**config.mk**
```make
export PLATFORM = sky130hd
export DESIGN_NAME = pixel_color_combiner
export DESIGN_NICKNAME = d
export VERILOG_FILES = /design/src/design/pcc_pkg.sv /design/src/design/pcc_cycle.sv /design/src/design/pixel_color_combiner.sv
export SDC_FILE = /design/constraint.sdc
export NUM_CORES = 2
export LEC_CHECK = 0
export BUFFER_PORTS_ARGS = -buffer_cell sky130_fd_sc_hd__buf_2
export CAP_MARGIN = 5
export CORE_MARGIN = 3
export CORE_UTILIZATION = 59
export CTS_BUF_LIST = sky130_fd_sc_hd__clkbuf_4
export DETAILED_ROUTE_END_ITERATION = 6
export HOLD_SLACK_MARGIN = 0.15
export PLACE_DENSITY = 0.84
export SLEW_MARGIN = 20
export SYNTH_ARGS = -nofsm -noshare
export SYNTH_HDL_FRONTEND = slang
export SYNTH_SLANG_ARGS = --single-unit
```
**constraint.sdc**
```tcl
create_clock -name clk -period 35.3 [get_ports clk]
set_input_delay 3.53 -clock clk [delete_from_list [all_inputs] [get_ports clk]]
set_output_delay 3.53 -clock clk [all_outputs]
set_load 0.01 [all_outputs]
```
**src/design/pcc_pkg.sv**
```systemverilog
// ----------------------------------------------------------------------------
// pcc_pkg: shared types, constants and arithmetic helpers
// Helpers for term selection, the combine equation and the alpha path.
// ----------------------------------------------------------------------------
package pcc_pkg;

  localparam int unsigned CfgIdxW = 3;

  // Pixel pipe depth up to the output register
  localparam int unsigned PipeDepth = 7;

  typedef enum logic [CfgIdxW-1:0] {
    REG_COMBINE_MODE = 3'd0,
    REG_MODE_FLAGS   = 3'd1,
    REG_PRIM_COLOR   = 3'd2,
    REG_ENV_COLOR    = 3'd3,
    REG_KEY_CS       = 3'd4,
    REG_KEY_WIDTH    = 3'd5,
    REG_CONVERT_LOD  = 3'd6
  } cfg_reg_t;

  // Configuration registers as seen by the datapath
  typedef struct packed {
    logic [55:0] combine_mode;
    logic [3:0]  mode_flags;
    logic [31:0] prim;
    logic [31:0] env;
    logic [47:0] key_cs;
    logic [35:0] key_w;
    logic [25:0] conv_lod;
  } cfg_t;

  // Per-pixel inputs carried down the pipe
  typedef struct packed {
    logic [31:0] tex0;
    logic [31:0] tex1;
    logic [31:0] shade;
    logic [7:0]  lod;
    logic [8:0]  noise0;
    logic [8:0]  noise1;
    logic [3:0]  cvg;
    logic [7:0]  dith;
  } pix_t;

  // Result of one combiner cycle
  typedef struct packed {
    logic [3:0][9:0]  color;  // floor(((A-B)*C+128)/256) + D, 10-bit signed
    logic [2:0][16:0] keyv;   // wrapped key values
    logic [2:0][8:0]  pass;   // term A of RGB
  } cyc_t;

  // Color mode flag bit positions
  localparam int unsigned FlagTwo = 0;
  localparam int unsigned FlagKey = 1;
  localparam int unsigned FlagCxa = 2;
  localparam int unsigned FlagAfc = 3;

  function automatic logic [7:0] byte_of(input logic [31:0] v, input int unsigned ch);
    byte_of = v[8*(3-ch) +: 8];
  endfunction

  // 9-bit term relative to 128, as signed 10-bit
  function automatic logic signed [9:0] ext9(input logic [8:0] v);
    logic [8:0] t;
    t = v - 9'd128;
    ext9 = $signed({t[8], t}) + 10'sd128;
  endfunction

  // clamp a 10-bit combiner value (low 9 bits taken, sign around 128)
  function automatic logic [7:0] clamp8(input logic [9:0] v);
    logic signed [9:0] e;
    e = ext9(v[8:0]);
    if (e < 0) clamp8 = 8'd0;
    else if (e > 10'sd255) clamp8 = 8'd255;
    else clamp8 = e[7:0];
  endfunction

  // Selection of one term; rows are sources 0..5, color values 9 bits
  function automatic logic [8:0] sel_term(input logic [5:0][3:0][8:0] src,
      input logic [4:0] s, input int unsigned ch, input int unsigned tm,
      input logic [8:0] noise, input logic [7:0] lod, input cfg_t cfg);
    logic [8:0] v;
    v = '0;
    if (ch == 3) begin
      if (tm == 2) begin
        if (s[2:0] == 3'd0) v = {1'b0, lod};
        else if (s[2:0] < 3'd6) v = src[s[2:0]][3];
        else if (s[2:0] == 3'd6) v = {1'b0, cfg.conv_lod[7:0]};
      end else if (s[2:0] < 3'd6) v = src[s[2:0]][3];
      else if (s[2:0] == 3'd6) v = 9'd256;
    end else if (s < 5'd6) begin
      v = src[s[2:0]][ch];
    end else if (tm == 2) begin
      if (s == 5'd6) v = {1'b0, cfg.key_cs[8*(2-ch) +: 8]};
      else if (s <= 5'd12) v = src[3'(s - 5'd7)][3];
      else if (s == 5'd13) v = {1'b0, lod};
      else if (s == 5'd14) v = {1'b0, cfg.conv_lod[7:0]};
      else if (s == 5'd15) v = cfg.conv_lod[16:8];
    end else if (tm == 1) begin
      if (s == 5'd6) v = {1'b0, cfg.key_cs[24 + 8*(2-ch) +: 8]};
      else if (s == 5'd7) v = cfg.conv_lod[25:17];
    end else if (s == 5'd6) begin
      v = 9'd256;
    end else if (tm == 0 && s == 5'd7) begin
      v = noise;
    end
    sel_term = v;
  endfunction

  // Selector field of term tm of channel ch for cycle cyc
  function automatic logic [4:0] sel_code(input logic [55:0] cm, input int unsigned cyc,
      input int unsigned ch, input int unsigned tm);
    logic [4:0] s;
    s = '0;
    if (ch == 3) begin
      case (cyc * 4 + tm)
        0: s = {2'b0, cm[46:44]};
        1: s = {2'b0, cm[14:12]};
        2: s = {2'b0, cm[43:41]};
        3: s = {2'b0, cm[11:9]};
        4: s = {2'b0, cm[23:21]};
        5: s = {2'b0, cm[5:3]};
        6: s = {2'b0, cm[20:18]};
        default: s = {2'b0, cm[2:0]};
      endcase
    end else begin
      case (cyc * 4 + tm)
        0: s = {1'b0, cm[55:52]};
        1: s = {1'b0, cm[31:28]};
        2: s = cm[51:47];
        3: s = {2'b0, cm[17:15]};
        4: s = {1'b0, cm[40:37]};
        5: s = {1'b0, cm[27:24]};
        6: s = cm[36:32];
        default: s = {2'b0, cm[8:6]};
      endcase
    end
    sel_code = s;
  endfunction

  // Key alpha from three 17-bit key values
  function automatic logic [7:0] chroma_alpha(input logic [2:0][16:0] kv,
      input logic [35:0] kw);
    logic signed [17:0] a;
    logic signed [17:0] d;
    logic signed [17:0] k;
    logic [16:0] mag;
    a = 18'sd255;
    for (int ch = 0; ch < 3; ch++) begin
      k = $signed({kv[ch][16], kv[ch]});
      mag = k[17] ? 17'(-k) : k[16:0];
      d = $signed({2'b0, kw[24 - 12*ch +: 12], 4'b0}) - $signed({1'b0, mag});
      if (d < a) a = d;
    end
    chroma_alpha = a[17] ? 8'd0 : a[7:0];
  endfunction

  // Final alpha
  function automatic logic [7:0] alpha_final(input logic [9:0] v, input logic [3:0] cvg,
      input logic [7:0] dith, input logic [3:0] fl, input logic [7:0] ka);
    logic [8:0]  a;
    logic [13:0] p;
    logic [9:0]  r;
    a = {1'b0, clamp8(v)};
    if (a == 9'd255) a = 9'd256;
    p = 14'(a) * 14'(cvg) + 14'd4;
    if (fl[FlagAfc]) r = fl[FlagCxa] ? 10'(p >> 3) : 10'({cvg, 5'b0});
    else if (fl[FlagKey]) r = {2'b0, ka};
    else r = 10'(a) + 10'(dith);
    alpha_final = (r > 10'd255) ? 8'd255 : r[7:0];
  endfunction

endpackage

```
**src/design/pcc_cycle.sv**
```systemverilog
// ----------------------------------------------------------------------------
// pcc_cycle: one combiner cycle over three register stages
// Stage 1 selects terms, stage 2 multiplies, stage 3 adds D and key value.
// ----------------------------------------------------------------------------
module pcc_cycle (
  input  logic                 clk,
  input  logic                 en,
  input  logic                 cyc_sel,    // 0: cycle 0 selectors, 1: cycle 1
  input  pcc_pkg::cfg_t        cfg,
  input  logic [5:0][3:0][8:0] src,
  input  logic [8:0]           noise,
  input  logic [7:0]           lod,
  output pcc_pkg::cyc_t        res
);

  logic [3:0][3:0][8:0]      t_r, t_nxt;
  logic signed [3:0][19:0]   m_r, m_nxt;
  logic [3:0][8:0]           d2_r;
  logic [2:0][8:0]           p2_r;
  pcc_pkg::cyc_t             res_r, res_nxt;

  // term selection
  always_comb begin
    for (int ch = 0; ch < 4; ch++)
      for (int tm = 0; tm < 4; tm++)
        t_nxt[ch][tm] = pcc_pkg::sel_term(src,
          pcc_pkg::sel_code(cfg.combine_mode, cyc_sel ? 1 : 0, ch, tm),
          ch, tm, noise, lod, cfg);
  end

  // (A-B)*C + 128
  always_comb begin
    logic signed [10:0] ab;
    for (int ch = 0; ch < 4; ch++) begin
      ab = 11'(pcc_pkg::ext9(t_r[ch][0])) - 11'(pcc_pkg::ext9(t_r[ch][1]));
      m_nxt[ch] = 20'(ab) * 20'($signed(t_r[ch][2])) + 20'sd128;
    end
  end

  // floor divide, add D, key value
  always_comb begin
    logic signed [9:0]  d;
    logic signed [19:0] kv;
    res_nxt = res_r;
    for (int ch = 0; ch < 4; ch++) begin
      d = pcc_pkg::ext9(d2_r[ch]);
      res_nxt.color[ch] = 10'($signed(m_r[ch]) >>> 8) + d;
      if (ch < 3) begin
        kv = m_r[ch] + 20'(d * 20'sd256);
        res_nxt.keyv[ch] = kv[16:0];
        res_nxt.pass[ch] = p2_r[ch];
      end
    end
  end

  always_ff @(posedge clk) begin
    if (en) begin
      t_r <= t_nxt;
      m_r <= m_nxt;
      for (int ch = 0; ch < 4; ch++) d2_r[ch] <= t_r[ch][3];
      for (int ch = 0; ch < 3; ch++) p2_r[ch] <= t_r[ch][0];
      res_r <= res_nxt;
    end
  end

  assign res = res_r;

endmodule

```
**src/design/pixel_color_combiner.sv**
```systemverilog
// ----------------------------------------------------------------------------
// pixel_color_combiner: pixel color combiner, cycle-0 combiner followed by cycle-1 combiner
// Streaming pipeline computing (A-B)*C+D per channel with key and coverage.
// ----------------------------------------------------------------------------
// Usage:
//  - in_*: one pixel item per cycle while in_tready is high; tdata fields
//    low to high: texel_zero, texel_one, shade_color, lod_frac, noise_first_cycle,
//    noise_second_cycle, coverage_in, dither_value, two zero pad bits.
//  - out_*: one result item per pixel; tdata low to high: red_out, green_out,
//    blue_out, alpha_out, coverage_out, compare alpha, four zero pad bits.
//  - cfg_*: register writes (index, data); cfg_ready is always high, write
//    only while no item is in flight.
// Pipeline: three stages per combiner cycle, one alignment stage between the two,
// then the output register. Throughput: one item per cycle unless the receiver stalls;
// every stage takes a new item each cycle the pipe is enabled.
// Reset clears all valid bits and the configuration registers to zero.
// When the receiver stalls the whole pipe holds; in_tready drops while the
// output register holds an item not taken, so a stall loses nothing.
// ----------------------------------------------------------------------------
module pixel_color_combiner (
  input  logic         clk,
  input  logic         rst_n,
  input  logic         in_tvalid,
  output logic         in_tready,
  input  logic [135:0] in_tdata,   // tex0, tex1, shade, lod, noise0, noise1, cvg, dith, pad
  output logic         out_tvalid,
  input  logic         out_tready,
  output logic [47:0]  out_tdata,  // red, green, blue, alpha, cvg(4), compare alpha, pad
  input  logic         cfg_valid,
  output logic         cfg_ready,
  input  logic [2:0]   cfg_index,
  input  logic [63:0]  cfg_data
);

  pcc_pkg::cfg_t cfg_r;
  logic          en;
  logic [pcc_pkg::PipeDepth-1:0] vld_r;
  pcc_pkg::pix_t pix_r [pcc_pkg::PipeDepth];
  pcc_pkg::pix_t pix_in;
  logic [5:0][3:0][8:0] src0, src1;
  pcc_pkg::cyc_t c0_res, c1_res;
  logic [3:0][9:0] comb_r;
  logic [7:0] ka0_r;
  logic [47:0] out_nxt;
  logic out_vld_r;

  assign cfg_ready = 1'b1;
  assign en = !out_vld_r || out_tready;
  assign in_tready = en;

  // configuration registers
  always_ff @(posedge clk) begin
    if (!rst_n) begin
      cfg_r <= '0;
    end else if (cfg_valid) begin
      case (pcc_pkg::cfg_reg_t'(cfg_index))
        pcc_pkg::REG_COMBINE_MODE: cfg_r.combine_mode <= cfg_data[55:0];
        pcc_pkg::REG_MODE_FLAGS:   cfg_r.mode_flags <= cfg_data[3:0];
        pcc_pkg::REG_PRIM_COLOR:   cfg_r.prim <= cfg_data[31:0];
        pcc_pkg::REG_ENV_COLOR:    cfg_r.env <= cfg_data[31:0];
        pcc_pkg::REG_KEY_CS:       cfg_r.key_cs <= cfg_data[47:0];
        pcc_pkg::REG_KEY_WIDTH:    cfg_r.key_w <= cfg_data[35:0];
        pcc_pkg::REG_CONVERT_LOD:  cfg_r.conv_lod <= cfg_data[25:0];
        default: ;
      endcase
    end
  end

  // unpack tdata (lowest field first) into struct member order
  assign pix_in = {in_tdata[31:0], in_tdata[63:32], in_tdata[95:64], in_tdata[103:96],
                   in_tdata[112:104], in_tdata[121:113], in_tdata[125:122],
                   in_tdata[133:126]};

  // pixel side-band pipe and valid bits
  always_ff @(posedge clk) begin
    if (!rst_n) begin
      vld_r <= '0;
    end else if (en) begin
      vld_r <= {vld_r[pcc_pkg::PipeDepth-2:0], in_tvalid};
    end
  end
  always_ff @(posedge clk) begin
    if (en) begin
      pix_r[0] <= pix_in;
      for (int i = 1; i < pcc_pkg::PipeDepth; i++) pix_r[i] <= pix_r[i-1];
    end
  end

  // cycle 0 sources, combined color zero
  always_comb begin
    for (int ch = 0; ch < 4; ch++) begin
      src0[0][ch] = '0;
      src0[1][ch] = {1'b0, pcc_pkg::byte_of(pix_in.tex0, ch)};
      src0[2][ch] = {1'b0, pcc_pkg::byte_of(pix_in.tex1, ch)};
      src0[3][ch] = {1'b0, pcc_pkg::byte_of(cfg_r.prim, ch)};
      src0[4][ch] = {1'b0, pcc_pkg::byte_of(pix_in.shade, ch)};
      src0[5][ch] = {1'b0, pcc_pkg::byte_of(cfg_r.env, ch)};
    end
  end

  pcc_cycle u_cyc0 (
    .clk(clk), .en(en), .cyc_sel(1'b0), .cfg(cfg_r),
    .src(src0), .noise(pix_in.noise0), .lod(pix_in.lod), .res(c0_res)
  );

  // stage 4: keep cycle-0 color (zero when FlagTwo is clear) and key alpha
  always_ff @(posedge clk) begin
    if (en) begin
      comb_r <= cfg_r.mode_flags[pcc_pkg::FlagTwo] ? c0_res.color : '0;
      ka0_r  <= pcc_pkg::chroma_alpha(c0_res.keyv, cfg_r.key_w);
    end
  end

  // cycle 1 sources; texels swapped when FlagTwo is set
  always_comb begin
    logic two;
    two = cfg_r.mode_flags[pcc_pkg::FlagTwo];
    for (int ch = 0; ch < 4; ch++) begin
      src1[0][ch] = comb_r[ch][8:0];
      src1[1][ch] = {1'b0, pcc_pkg::byte_of(two ? pix_r[3].tex1 : pix_r[3].tex0, ch)};
      src1[2][ch] = {1'b0, pcc_pkg::byte_of(two ? pix_r[3].tex0 : pix_r[3].tex1, ch)};
      src1[3][ch] = {1'b0, pcc_pkg::byte_of(cfg_r.prim, ch)};
      src1[4][ch] = {1'b0, pcc_pkg::byte_of(pix_r[3].shade, ch)};
      src1[5][ch] = {1'b0, pcc_pkg::byte_of(cfg_r.env, ch)};
    end
  end

  // test alpha of cycle 0 travels alongside cycle 1
  logic [7:0] test_d_r [3];
  always_ff @(posedge clk) begin
    if (en) begin
      test_d_r[0] <= pcc_pkg::alpha_final(comb_r[3], pix_r[3].cvg, pix_r[3].dith,
                       cfg_r.mode_flags, ka0_r);
      test_d_r[1] <= test_d_r[0];
      test_d_r[2] <= test_d_r[1];
    end
  end

  pcc_cycle u_cyc1 (
    .clk(clk), .en(en), .cyc_sel(1'b1), .cfg(cfg_r),
    .src(src1), .noise(pix_r[3].noise1), .lod(pix_r[3].lod), .res(c1_res)
  );

  // final stage into the output register
  always_comb begin
    logic [7:0] al, c8, ta;
    logic [8:0] c;
    logic [12:0] p;
    logic [3:0] co;
    logic key;
    key = cfg_r.mode_flags[pcc_pkg::FlagKey];
    al = pcc_pkg::alpha_final(c1_res.color[3], pix_r[6].cvg, pix_r[6].dith,
           cfg_r.mode_flags, pcc_pkg::chroma_alpha(c1_res.keyv, cfg_r.key_w));
    c8 = pcc_pkg::clamp8(c1_res.color[3]);
    c = (c8 == 8'd255) ? 9'd256 : {1'b0, c8};
    p = 13'(c) * 13'(pix_r[6].cvg) + 13'd4;
    co = cfg_r.mode_flags[pcc_pkg::FlagCxa] ? 4'(p >> 8) : pix_r[6].cvg;
    ta = cfg_r.mode_flags[pcc_pkg::FlagTwo] ? test_d_r[2] : al;
    for (int ch = 0; ch < 3; ch++)
      out_nxt[8*ch +: 8] = pcc_pkg::clamp8(key ? {1'b0, c1_res.pass[ch]} : c1_res.color[ch]);
    out_nxt[31:24] = al;
    out_nxt[35:32] = co;
    out_nxt[43:36] = ta;
    out_nxt[47:44] = '0;
  end

  always_ff @(posedge clk) begin
    if (!rst_n) begin
      out_vld_r <= 1'b0;
    end else if (en) begin
      out_vld_r <= vld_r[pcc_pkg::PipeDepth-1];
    end
  end
  always_ff @(posedge clk) begin
    if (en) out_tdata <= out_nxt;
  end
  assign out_tvalid = out_vld_r;

  // a stalled result holds its valid
  a_hold: assert property (@(posedge clk) disable iff (!rst_n)
    out_tvalid && !out_tready |=> out_tvalid) else $error("result dropped");
  // no acceptance while stalled with a full output
  a_rdy: assert property (@(posedge clk) disable iff (!rst_n)
    out_tvalid && !out_tready |-> !in_tready) else $error("accept during stall");
  // pipe advances only when enabled
  a_vld: assert property (@(posedge clk) disable iff (!rst_n)
    !en |=> $stable(vld_r)) else $error("valid moved while stalled");

endmodule
```
==> results.ini <==
[place]
globalplace.congestion = 1.01
portBuffers = 243
hpwl_um = 230000

[synth]
synth_top_area_cell = edfxtp_1
synth_edf_count = 1291
synthTopCellsByArea = edfxtp_1, fa_1, ha_1, dfxtp_1, nand2_1
synth_cell_types = 95
synth.most_common_cell = edfxtp_1
netlist_area_um2 = 105000
synth_top_area_share = 0.369
yosys_warnings = 0
ys_seq_area_frac = 0.415
synthArstFlopShare = 0
synth-seq-cells = 1533
netlist_top_cells_count = edfxtp_1, nand2_1, inv_1
syn_inst = 9611
synthFlopType = edfxtp_1
avgSynthCellArea_um2 = 10.9

[drt]
ant_nets = 0
vias_per_cell = 6.23
wl_um = 309000
wl_per_cell_um = 24.6
drc = 22
vias = 78394
first_pass_iters = 7
drt-initial-drc-count = 10035

[sta]
final.setup.tns_ns = 0
finalHoldViolCount = 0
setup_violations = 0
worst_slew_pin_slew_ns = 1.24
rsz0062_at_grt = no
min_period_over_period = 0.283
hold_ws_ns = 0.325
drv_slew = 0
period_needed_ns = 9.98
clock.fmax_mhz = 100
slew_headroom = 0.171
skew_ns = 0.134

[power]
p_per_area_nw_per_um2 = 72.2
ir_worst_vdd_uv = 130
leakagePower_nw = 46.1

[final_layout]
regArea_um2 = 43600
fillers = 13305
postLayoutCoreUtil = 0.643
drive_gt1_frac = 0.139
areaGrowthSynthToFinish_pct = 8.00
multi_input_area_um2 = 56300
nets = 11331

[setup_path]
cp-end-kind = register
crit_path_top_delay_cell = a31oi_2
worst_path_most_repeated_cell = ha_1
r2r_setup_slack_ns = 25.32
crit_path_start_kind = register
cp_max_fo = 15
crit_path_max_incr_delay_ns = 0.66
timing.rr.end = out_tdata[43]$_DFFE_PP_
crit_required_ns = 36.39
critical_path_arrival_ns = 11.07
critPathKind = reg -> reg
timing.rr.start = u_cyc1.res[27]$_DFFE_PP_
reg2reg_depth = 36

[floorplan]
ioPinCount = 259
initial_core_util = 0.595
core_area_um2 = 176000
die_area_um2 = 183000
rows = 154
chipWidth_um = 428
die_y_um = 428

[clock_tree]
numCtsBuffers = 386
ctsResizeCount = 0
clock_latency_ns = 1.44
cts_setup_buffers = 0
cts_buffer_depth = 4
clock-sinks = 1533
htree_levels = 5
clkSlewWorstSetupHoldPaths_ns = 0.07
root_buffer = clkbuf_4
cts_hold_buffers = 0
cts_tree = yes

[global_routing]
grt_pass1_wl_um = 465000
grt_overflow = 0
antenna_found_initial = 77
grt_usage = 0.335
grt_pass1_vias = 77860
grt_max_degree = 162

[status]
run_status = finished with violations
violations = design-rule violations

[min_path]
min_delay_worst_endpoint = pix_r[2][67]$_DFFE_PP_
hold_start = pix_r[1][67]$_DFFE_PP_
holdPathStages = 0
hold_class = reg -> reg

[flow_run]
maxCapViolCount = 0

==> per-layer routing <==
metal  vias to the layer above  part of all wire  GRT usage
met5                         -           0.00060          0
met4                        28             0.069      0.198
met3                      1122              0.12     0.0894
met2                      4946              0.44      0.509
met1                     37984              0.37      0.434
li1                      34314                 -          -
==> power breakdown <==
part	switching, W	total (W)	internal [W]	leakage, nW
Sequential	0.000191	0.00248	0.00229	16.5
Clock	0.000750	0.00154	0.000786	2.94
Combinational	0.00242	0.00418	0.00176	26.7
Total	0.00336	0.00819	0.00483	46.1
==> flip-flops by register name, indices dropped and copies added, names as in the netlist, 44 cells and up <==
name and count:
pix_r 536, cfg_r 234, u_cyc1.t_r 144, u_cyc0.t_r 135
u_cyc1.res 87, u_cyc0.m_r 60, u_cyc0.res 60, u_cyc1.m_r 60
out_tdata 44
==> cell type report <==
type                            count  area share
Multi-Input combinational cell   6679       0.496
Sequential cell                  1533       0.385
Clock buffer                      558      0.0369
Inverter                          934      0.0310
Tap cell                         2340      0.0258
Timing Repair Buffer              349      0.0179
Clock inverter                    126     0.00651
Antenna cell                       60     0.00132
==> worst max-delay path by stage <==
stage	start	end	slack, ns	cells past startpoint
final	u_cyc1.res[27]$_DFFE_PP_	out_tdata[43]$_DFFE_PP_	25.32	36
after global placement	u_cyc0.res[27]$_DFFE_PP_	ka0_r[5]$_SDFFCE_PP0P_	25.51	34
after CTS	u_cyc0.res[27]$_DFFE_PP_	ka0_r[2]$_SDFFCE_PP0P_	25.27	34
after floorplan	out_tready	comb_r[0]$_SDFFCE_PN0P_	15.09	3
after detailed placement	u_cyc0.res[27]$_DFFE_PP_	ka0_r[2]$_SDFFCE_PP0P_	25.32	34
after global routing	u_cyc1.res[27]$_DFFE_PP_	out_tdata[43]$_DFFE_PP_	24.56	36
==> worst max-delay path, delay by kind of cell (launching register included) <==
kind                     cells  cell delay (ns)
buffers and inverters        3             0.75
flip-flops                   1             0.50
AO/OA/AOI/OAI               14             3.36
multiplexers                 2             0.87
XOR/XNOR                     2             0.36
adder cells (fa/ha/maj)      5             1.61
AND/OR/NAND/NOR             10             2.19
==> cells in the final DEF, fill, tap and decap left out, drive strengths merged, types with 97 or more instances in the layout <==
cell,synthesis,final
xnor2,294,294
ha,611,611
dfxtp,242,242
nor2b,135,135
nand2,1271,1271
clkbuf,393,558
a22oi,135,135
a21boi,260,260
xor2,179,179
mux2,196,196
a21oi,518,518
clkinv,4,117
and2,300,300
mux2i,312,312
o22ai,101,101
a21o,97,97
nand2b,129,129
o21ai,326,326
nor2,364,364
fa,629,629
edfxtp,1291,1291
mux4,129,129
buf,84,349
inv,930,933
==> cells by family after synthesis <==
| logic type | synth area share |
|---|---|
| xor+xnor | 0.0409 |
| simple gates | 0.109 |
| buf+inv | 0.0509 |
| flops | 0.415 |
| fa+ha+maj | 0.193 |
| mux | 0.0784 |
| other cells | 0.0000715 |
| compound gates | 0.113 |
==> through the flow <==
step	setup WS (ns)	instance area (µm²)	cells	total power, W
finish	25.32	113000	12579	0.00819
global route	24.56	113000	12549	0.00883
CTS	25.27	113000	12518	0.00817
detailed placement	25.32	108000	11834	0.00660
global placement	25.51	108000	11834	0.00641
floorplan	15.09	105000	9623	0.00551
No activity file was read; power rests on OpenSTA's default activity.
